## src/dlbd_pkg.sv

```systemverilog
`timescale 1ns / 1ps

package dlbd_pkg;

    localparam int unsigned LANE_W   = 64;
    localparam int unsigned BYTE_W   = 8;
    localparam int unsigned CFG_IDX_W = 8;

    localparam logic [LANE_W-1:0] HIGH_SEED_RESET = 64'hcbf2_9ce4_8422_2325;
    localparam logic [LANE_W-1:0] LOW_SEED_RESET  = 64'h9e37_79b9_7f4a_7c15;

    localparam int unsigned LOW_FOLD_SHIFT = 29;
    localparam int unsigned OUT_FOLD_SHIFT = 17;

    // Register indexes on the configuration channel.
    localparam logic [CFG_IDX_W-1:0] REG_HIGH_SEED = 8'd0;
    localparam logic [CFG_IDX_W-1:0] REG_LOW_SEED  = 8'd1;

    typedef logic [LANE_W-1:0] lane_t;
    typedef logic [BYTE_W-1:0] byte_t;

    typedef struct packed {
        lane_t high;
        lane_t low;
    } lane_pair_t;

    // One absorb step handed from the input stage to the lanes.
    typedef struct packed {
        logic  fire;
        logic  last;
        byte_t data_byte;
    } step_t;

    // Multiply by 0x100000001B3 mod 2^64 as a sum of shifted copies.
    function automatic lane_t mul_high_prime(input lane_t v);
        return (v << 40) + (v << 8) + (v << 7) + (v << 5) + (v << 4) + (v << 1) + v;
    endfunction

    // Multiply by 0x100000001B5 mod 2^64 as a sum of shifted copies.
    function automatic lane_t mul_low_prime(input lane_t v);
        return (v << 40) + (v << 8) + (v << 7) + (v << 5) + (v << 4) + (v << 2) + v;
    endfunction

    function automatic lane_t high_step(input lane_t acc, input byte_t b);
        return mul_high_prime(acc ^ {{(LANE_W-BYTE_W){1'b0}}, b});
    endfunction

    function automatic lane_t low_step(input lane_t acc, input byte_t b);
        lane_t t;
        t = acc + {{(LANE_W-BYTE_W){1'b0}}, b};
        t = t ^ (t >> LOW_FOLD_SHIFT);
        return mul_low_prime(t);
    endfunction

endpackage

```

## src/dlbd_intf.sv

```systemverilog
`timescale 1ns / 1ps

interface dlbd_byte_if;
    logic                 valid;
    logic                 ready;
    dlbd_pkg::byte_t      data_byte;
    logic                 last;

    modport source (output valid, output data_byte, output last, input ready);
    modport sink   (input valid, input data_byte, input last, output ready);
endinterface

interface dlbd_digest_if;
    logic                 valid;
    logic                 ready;
    dlbd_pkg::lane_t      digest_high;
    dlbd_pkg::lane_t      digest_low;

    modport source (output valid, output digest_high, output digest_low, input ready);
    modport sink   (input valid, input digest_high, input digest_low, output ready);
endinterface

interface dlbd_cfg_if;
    logic                              valid;
    logic                              ready;
    logic [dlbd_pkg::CFG_IDX_W-1:0]    index;
    dlbd_pkg::lane_t                   data;

    modport source (output valid, output index, output data, input ready);
    modport sink   (input valid, input index, input data, output ready);
endinterface

```

## src/dlbd_seed_regs.sv

```systemverilog
`timescale 1ns / 1ps

module dlbd_seed_regs (
    input  logic                  clk,
    input  logic                  rst_n,
    dlbd_cfg_if.sink              cfg,
    output dlbd_pkg::lane_pair_t  seeds
);

    dlbd_pkg::lane_pair_t seeds_reg;
    dlbd_pkg::lane_pair_t seeds_next;

    assign cfg.ready = 1'b1;
    assign seeds     = seeds_reg;

    always_comb
    begin
        seeds_next = seeds_reg;
        if (cfg.valid)
        begin
            unique case (cfg.index)
                dlbd_pkg::REG_HIGH_SEED: seeds_next.high = cfg.data;
                dlbd_pkg::REG_LOW_SEED:  seeds_next.low  = cfg.data;
                default:                 seeds_next      = seeds_reg;
            endcase
        end
    end

    always_ff @(posedge clk or negedge rst_n)
    begin
        if (!rst_n)
        begin
            seeds_reg.high <= dlbd_pkg::HIGH_SEED_RESET;
            seeds_reg.low  <= dlbd_pkg::LOW_SEED_RESET;
        end
        else
        begin
            seeds_reg <= seeds_next;
        end
    end

endmodule

```

## src/dlbd_lanes.sv

```systemverilog
`timescale 1ns / 1ps

module dlbd_lanes (
    input  logic                  clk,
    input  logic                  rst_n,
    input  dlbd_pkg::step_t       step,
    input  dlbd_pkg::lane_pair_t  seeds,
    output dlbd_pkg::lane_pair_t  digest
);

    dlbd_pkg::lane_pair_t acc_reg;
    dlbd_pkg::lane_pair_t acc_next;
    dlbd_pkg::lane_pair_t absorbed;

    always_comb
    begin
        absorbed.high = dlbd_pkg::high_step(acc_reg.high, step.data_byte);
        absorbed.low  = dlbd_pkg::low_step(acc_reg.low, step.data_byte);
    end

    // The digest is valid only when the step carries the last byte.
    assign digest.high = absorbed.high;
    assign digest.low  = absorbed.low ^ (absorbed.high >> dlbd_pkg::OUT_FOLD_SHIFT);

    always_comb
    begin
        acc_next = acc_reg;
        if (step.fire)
        begin
            acc_next = step.last ? seeds : absorbed;
        end
    end

    always_ff @(posedge clk or negedge rst_n)
    begin
        if (!rst_n)
        begin
            acc_reg.high <= dlbd_pkg::HIGH_SEED_RESET;
            acc_reg.low  <= dlbd_pkg::LOW_SEED_RESET;
        end
        else
        begin
            acc_reg <= acc_next;
        end
    end

endmodule

```

## src/dual_lane_byte_digest_128.sv

```systemverilog
`timescale 1ns / 1ps

// A 128-bit digest over a byte stream. Every byte beat on byte_in is absorbed
// into two 64-bit lanes (an FNV-1a style high lane and a folding low lane);
// a beat with last set closes the message, puts the digest on digest_out and
// reloads both lanes from the seed registers. The block takes one byte per
// cycle unless a last byte is stalled: the rate is set by the lane update,
// where each constant multiply is a short shift-and-add. A byte waits in the
// input register, and a last byte's digest is registered in the output
// register for digest_out. Bytes not marked last never wait on the output
// side; a last byte waits in the input register only while a previous
// digest is still held on digest_out. The seeds (index 0 high, 1 low) are
// written on cfg, which is always ready; other indexes are ignored. A new
// seed takes effect from the message after the next byte marked last, and
// seeds should only be written while the block is idle.
module dual_lane_byte_digest_128 (
    input  logic           clk,
    input  logic           rst_n,
    dlbd_byte_if.sink      byte_in,
    dlbd_digest_if.source  digest_out,
    dlbd_cfg_if.sink       cfg
);

    // Input register: one byte beat waiting to be absorbed.
    logic                  in_valid_reg;
    logic                  in_valid_next;
    logic                  in_last_reg;
    dlbd_pkg::byte_t       in_byte_reg;

    // Output register: one finished digest waiting to be taken.
    logic                  out_valid_reg;
    logic                  out_valid_next;
    dlbd_pkg::lane_pair_t  out_digest_reg;

    dlbd_pkg::lane_pair_t  seeds;
    dlbd_pkg::lane_pair_t  digest;
    dlbd_pkg::step_t       step;
    logic                  advance;
    logic                  out_free;

    // The output register can take a new digest when it is empty or its
    // current beat is leaving in this cycle.
    assign out_free = !out_valid_reg || digest_out.ready;

    // A byte not marked last produces no result, so it always moves on.
    assign advance = in_valid_reg && (!in_last_reg || out_free);

    assign byte_in.ready = !in_valid_reg || advance;

    assign step.fire      = advance;
    assign step.last      = in_last_reg;
    assign step.data_byte = in_byte_reg;

    dlbd_seed_regs u_seed_regs (
        .clk   (clk),
        .rst_n (rst_n),
        .cfg   (cfg),
        .seeds (seeds)
    );

    dlbd_lanes u_lanes (
        .clk    (clk),
        .rst_n  (rst_n),
        .step   (step),
        .seeds  (seeds),
        .digest (digest)
    );

    always_comb
    begin
        in_valid_next = in_valid_reg;
        if (byte_in.ready)
        begin
            in_valid_next = byte_in.valid;
        end
    end

    always_comb
    begin
        out_valid_next = out_valid_reg;
        if (advance && in_last_reg)
        begin
            out_valid_next = 1'b1;
        end
        else if (digest_out.ready)
        begin
            out_valid_next = 1'b0;
        end
    end

    always_ff @(posedge clk or negedge rst_n)
    begin
        if (!rst_n)
        begin
            in_valid_reg  <= 1'b0;
            out_valid_reg <= 1'b0;
        end
        else
        begin
            in_valid_reg  <= in_valid_next;
            out_valid_reg <= out_valid_next;
        end
    end

    // Payload registers carry no reset; the valid flags qualify them.
    always_ff @(posedge clk)
    begin
        if (byte_in.ready && byte_in.valid)
        begin
            in_byte_reg <= byte_in.data_byte;
            in_last_reg <= byte_in.last;
        end
        if (advance && in_last_reg)
        begin
            out_digest_reg <= digest;
        end
    end

    assign digest_out.valid       = out_valid_reg;
    assign digest_out.digest_high = out_digest_reg.high;
    assign digest_out.digest_low  = out_digest_reg.low;

`ifndef SYNTHESIS
    // A digest only appears after a last byte was absorbed.
    a_digest_after_last : assert property (@(posedge clk) disable iff (!rst_n)
        $rose(out_valid_reg) |-> $past(advance && in_last_reg))
        else $error("digest became valid without a last byte");

    // A byte held back in the input register keeps its last flag and value.
    a_input_holds : assert property (@(posedge clk) disable iff (!rst_n)
        (in_valid_reg && !advance) |=>
            (in_valid_reg && $stable(in_last_reg) && $stable(in_byte_reg)))
        else $error("stalled input byte was lost or changed");

    // Only a last byte can be stalled, and only behind an unread digest.
    a_stall_reason : assert property (@(posedge clk) disable iff (!rst_n)
        (in_valid_reg && !advance) |-> (in_last_reg && out_valid_reg && !digest_out.ready))
        else $error("input stalled without a pending digest");
`endif

endmodule
```

## src/flat_wrapper.sv

```systemverilog
// flat-port wrapper written by rule: the top's interface ports become plain ports
module dual_lane_byte_digest_128_flat 
  (clk, rst_n, byte_in_valid, byte_in_data_byte, byte_in_last, byte_in_ready, digest_out_valid, digest_out_digest_high, digest_out_digest_low, digest_out_ready, cfg_valid, cfg_index, cfg_data, cfg_ready);
  dlbd_byte_if byte_in_i ();
  dlbd_digest_if digest_out_i ();
  dlbd_cfg_if cfg_i ();
  input  logic clk;
  input  logic rst_n;
  input wire logic [$bits(byte_in_i.valid)-1:0] byte_in_valid;
  input wire logic [$bits(byte_in_i.data_byte)-1:0] byte_in_data_byte;
  input wire logic [$bits(byte_in_i.last)-1:0] byte_in_last;
  output wire logic [$bits(byte_in_i.ready)-1:0] byte_in_ready;
  output wire logic [$bits(digest_out_i.valid)-1:0] digest_out_valid;
  output wire logic [$bits(digest_out_i.digest_high)-1:0] digest_out_digest_high;
  output wire logic [$bits(digest_out_i.digest_low)-1:0] digest_out_digest_low;
  input wire logic [$bits(digest_out_i.ready)-1:0] digest_out_ready;
  input wire logic [$bits(cfg_i.valid)-1:0] cfg_valid;
  input wire logic [$bits(cfg_i.index)-1:0] cfg_index;
  input wire logic [$bits(cfg_i.data)-1:0] cfg_data;
  output wire logic [$bits(cfg_i.ready)-1:0] cfg_ready;
  assign byte_in_i.valid = byte_in_valid;
  assign byte_in_i.data_byte = byte_in_data_byte;
  assign byte_in_i.last = byte_in_last;
  assign byte_in_ready = byte_in_i.ready;
  assign digest_out_valid = digest_out_i.valid;
  assign digest_out_digest_high = digest_out_i.digest_high;
  assign digest_out_digest_low = digest_out_i.digest_low;
  assign digest_out_i.ready = digest_out_ready;
  assign cfg_i.valid = cfg_valid;
  assign cfg_i.index = cfg_index;
  assign cfg_i.data = cfg_data;
  assign cfg_ready = cfg_i.ready;
  dual_lane_byte_digest_128 u_core (.clk(clk), .rst_n(rst_n), .byte_in(byte_in_i), .digest_out(digest_out_i), .cfg(cfg_i));
endmodule
```

## config.mk

```make
export PLATFORM = sky130hd
export DESIGN_NAME = dual_lane_byte_digest_128_flat
export DESIGN_NICKNAME = d
export VERILOG_FILES = /design/src/dlbd_pkg.sv /design/src/dlbd_intf.sv /design/src/dlbd_seed_regs.sv /design/src/dlbd_lanes.sv /design/src/dual_lane_byte_digest_128.sv /design/src/flat_wrapper.sv
export SDC_FILE = /design/constraint.sdc
export NUM_CORES = 2
export LEC_CHECK = 0
export BUFFER_PORTS_ARGS = -buffer_cell sky130_fd_sc_hd__buf_2
export CAP_MARGIN = 25
export CORE_MARGIN = 8
export CORE_UTILIZATION = 40
export DETAILED_ROUTE_END_ITERATION = 8
export HOLD_SLACK_MARGIN = 0.06
export SETUP_SLACK_MARGIN = 0.4
export SLEW_MARGIN = 20
export SYNTH_ARGS = -nofsm -noshare
export SYNTH_HDL_FRONTEND = slang
export SYNTH_SLANG_ARGS = --single-unit
```

## constraint.sdc

```tcl
create_clock -name clk -period 8 [get_ports clk]
set_clock_uncertainty 0.05 [all_clocks]
set_input_delay 1.2 -clock clk [delete_from_list [all_inputs] [get_ports clk]]
set_output_delay 1.2 -clock clk [all_outputs]
set_load 0.01 [all_outputs]
```

==> results <==
- The flow ran to the end, and the final reports show no timing, DRC or antenna violations.
- For the worst setup path, the data arrival time is 7.93 ns.
- The clock net in this run drives a total of approximately 400 sinks.
- The number of buffers created by CTS is 43.
- The area of the core region is 0.0930 mm².
- The number of maximum-capacitance constraint violations is 0.
- The number of setup violations in the final report is 0.
- The main flop type after synthesis is sky130_fd_sc_hd__edfxtp_1.
- The synthesized cell area is 0.0374 mm².
- The remaining number of nets flagged by the antenna check after routing is 0.
- The achievable frequency is 134 MHz.
- The number of hold-slack violations in the final timing report was 0.
- The area growth from synthesis to layout is 19.5%.
- The die boundary height is 322 µm.
- The first-pass GRT wire length is 182000 µm.
- The via density per instance is 5.27.
- The time the final worst path needs with I/O delays and setup is 7.48 ns.
- The library cell used most frequently in the layout, excluding fill and tap cells, is sky130_fd_sc_hd__inv_1.
- Summed over all layers, the global routing overflow is 0.
- TritonCTS built the clock tree.
- The cell type with the largest total area after synthesis is sky130_fd_sc_hd__fa_1.
- The vias after detailed routing is 27600.
- The aggregate routed wire length is around 120000 µm.
- The type of the worst setup path is flop to flop.
- After synthesis the netlist holds a flip-flop and latch count of 395.
- The clock latency at the later pin of the worst-skew pair is 0.59 ns.
- In the layout the commonest cells are sky130_fd_sc_hd__inv_1 (536), sky130_fd_sc_hd__fa_1 (428), sky130_fd_sc_hd__buf_4 (271).
- The cell with the most instances on the worst path is sky130_fd_sc_hd__buf_4.
- In this run the tightest slew margin relative to its limit is 0.268.
- The slowest cell on the critical path is sky130_fd_sc_hd__fa_2.
- The share of flip-flops with an asynchronous set or reset after synthesis is 0.653.
- The placer's final routability congestion estimate is 0.973.
- The transition time at the pin with the least slew margin is 1.09 ns.
- In the final timing run, aggregate negative setup slack is 0 ns.
- For this configuration, the core starts out at a cell density of 0.402.
- After detailed routing, the average wire length per cell comes to roughly 23 µm.
- For this run, the total global-route usage over all layers was measured as 0.233.
- The cell depth of the worst flop-to-flop path is 30.
- The final layout net count is 4728.
- The number of DRC violations after detailed routing is 0.
- The maximum number of pins on one net before global-route repair is 178.
- The gate count of the mapped netlist is between 3000 and 4000.
- The min-delay analysis places its worst path in the category flop to flop.
- The share of the cycle needed by the critical path after routing is 0.936.
- The fraction of final layout cells sized beyond drive strength 1 is 0.269.
- The worst hold margin is 0.434 ns.
- The number of antenna violations at the first check in global routing was 2.
- Of all nets on the critical path, the largest fanout is 5.
- In this run, distinct cell masters in the synthesized netlist total 82.
- The worst setup path is captured at a flop.
- After floorplanning, the core was divided into roughly 110 placement rows.
- The number of hold buffers added after CTS was 0.
- The full die area is approximately 0.10 mm².
- Measured along the x axis, the die boundary spans between 300 and 400 µm.
- The depth of the CTS H-tree is 2.
- The placed wire-length estimate after detailed placement is between 90000 and 100000 µm.
- The area occupied by registers is 0.0107 mm².
- The number of global-route vias before repair came to about 29000.
- Setup repair after global routing could not meet its margin everywhere.
- By area the synthesized netlist is led by sky130_fd_sc_hd__fa_1 (23%), sky130_fd_sc_hd__edfxtp_1 (11%), sky130_fd_sc_hd__dfstp_2 (9.3%).
- For this run, the detailed router's first-pass iteration total came to 5.
- The required time of the worst setup path is roughly 8.5 ns.
- The largest single stage delay on the critical path is 0.59 ns.
- During synthesis, Yosys emitted a total of 0 warnings.
- When the netlist entered floorplanning its net count stood at 4283.
- The number of inserted filler cells in the final layout is just under 9000.
- The maximum buffer depth of the clock tree is 3.
- The average instance in the mapped netlist occupies 10.7 µm².
- roughly 220 I/O pins were placed.
- The startpoint class of the critical path is a flop.
- The number of pins exceeding their max-slew limit in the final report came to 0.
- The top cell type's share of synthesized area is 0.233.
- The clock slew at the register clock pins of the worst setup and hold paths is 0.08 ns.
- For this run, the register share of the synthesized area comes to 0.287.
- Counting instances, the worst hold path has a depth of 2.
- The number of input and output port buffers inserted is 215.
- In this run, the number of DRC markers left after iteration 0 of detailed routing was 2024.
- The root buffer cell is sky130_fd_sc_hd__clkbuf_16.
- Yosys mapped a number of flops with a built-in enable equal to 137.
- The multi-input combinational cell area is 0.0256 mm².
## stage by stage
stage	std cells	cell area, µm²	setup WS (ns)	utilization
after floorplan	3500	37600	0.425	-
after global placement	5097	41700	-0.0217	0.448
after detailed placement	5097	41700	-0.101	0.448
after CTS	5194	43500	0.285	0.468
after global routing	5234	44800	0.316	0.481
final	5236	44800	0.515	0.481
## logic make-up after synthesis
kind of cell	share of synthesized area
adders and majority gates	0.322
buffers and inverters	0.0656
AOI/OAI and AO/OA	0.104
and+or+nand+nor	0.0719
DFF	0.287
xor gates and xnor gates	0.0905
muxes	0.0596
other	0.000100
## critical path, delay by kind of cell (launching register included)
family | cells | cell delay [ns]
simple gates | 11 | 2.40
fa+ha+maj | 5 | 2.17
buf+inv | 6 | 0.98
compound gates | 5 | 0.75
flops | 1 | 0.54
xor+xnor | 3 | 0.51
## area by class of cell
cell class	instances	area share
Tap cell	1254	0.0351
Antenna cell	2	0.000112
Multi-Input combinational cell	2452	0.573
Clock buffer	58	0.0271
Inverter	550	0.0463
Timing Repair Buffer	503	0.0745
Clock inverter	22	0.00439
Sequential cell	395	0.240
## cells in the mapped netlist, drive strengths merged (79+ instances only)
cell type  count
mux2         128
a21o         118
a21oi        164
nor2          94
mux2i         79
o21ai        172
nand2        202
ha           261
dfrtp        126
inv          550
edfxtp       137
xnor2        233
clkbuf        96
fa           436
xor2         139
dfstp        132
## path summary, 6_finish.rpt
| check | from | endpoint | slack (ns) |
|---|---|---|---|
| max | u_core.u_lanes.acc_reg[36]$_DFFE_PN1P_ | u_core.u_lanes.acc_reg[63]$_DFFE_PN1P_ | 0.52 |
| min | u_core.u_lanes.acc_reg[4]$_DFFE_PN1P_ | u_core.u_lanes.acc_reg[4]$_DFFE_PN1P_ | 0.43 |
| max reg2reg | u_core.u_lanes.acc_reg[36]$_DFFE_PN1P_ | u_core.u_lanes.acc_reg[63]$_DFFE_PN1P_ | 0.52 |
| min reg2reg | u_core.u_lanes.acc_reg[4]$_DFFE_PN1P_ | u_core.u_lanes.acc_reg[4]$_DFFE_PN1P_ | 0.43 |
| max in group asynchronous | rst_n | u_core.u_lanes.acc_reg[56]$_DFFE_PN0P_ | 5.84 |
| min in group asynchronous | rst_n | u_core.u_seed_regs.seeds[76]$_DFFE_PN0P_ | 0.64 |
## layer usage
layer	part of all wire	vias to the layer above	GRT usage
li1	-	12500	-
met1	0.43	14100	0.320
met2	0.46	843	0.371
met3	0.063	197	0.0305
met4	0.050	0	0.0971
met5	0	-	0
## what timing repair did
item | 4_1_cts | 5_1_grt
pin swaps | 20 | 66
setup endpoints to repair | 63 | 80
gates cloned | 0 | 1
setup buffers | 17 | 39
resized for setup | 66 | 151
Power is not shown: default switching activity piles up to over one toggle a cycle in this logic, so the estimate is an artifact.
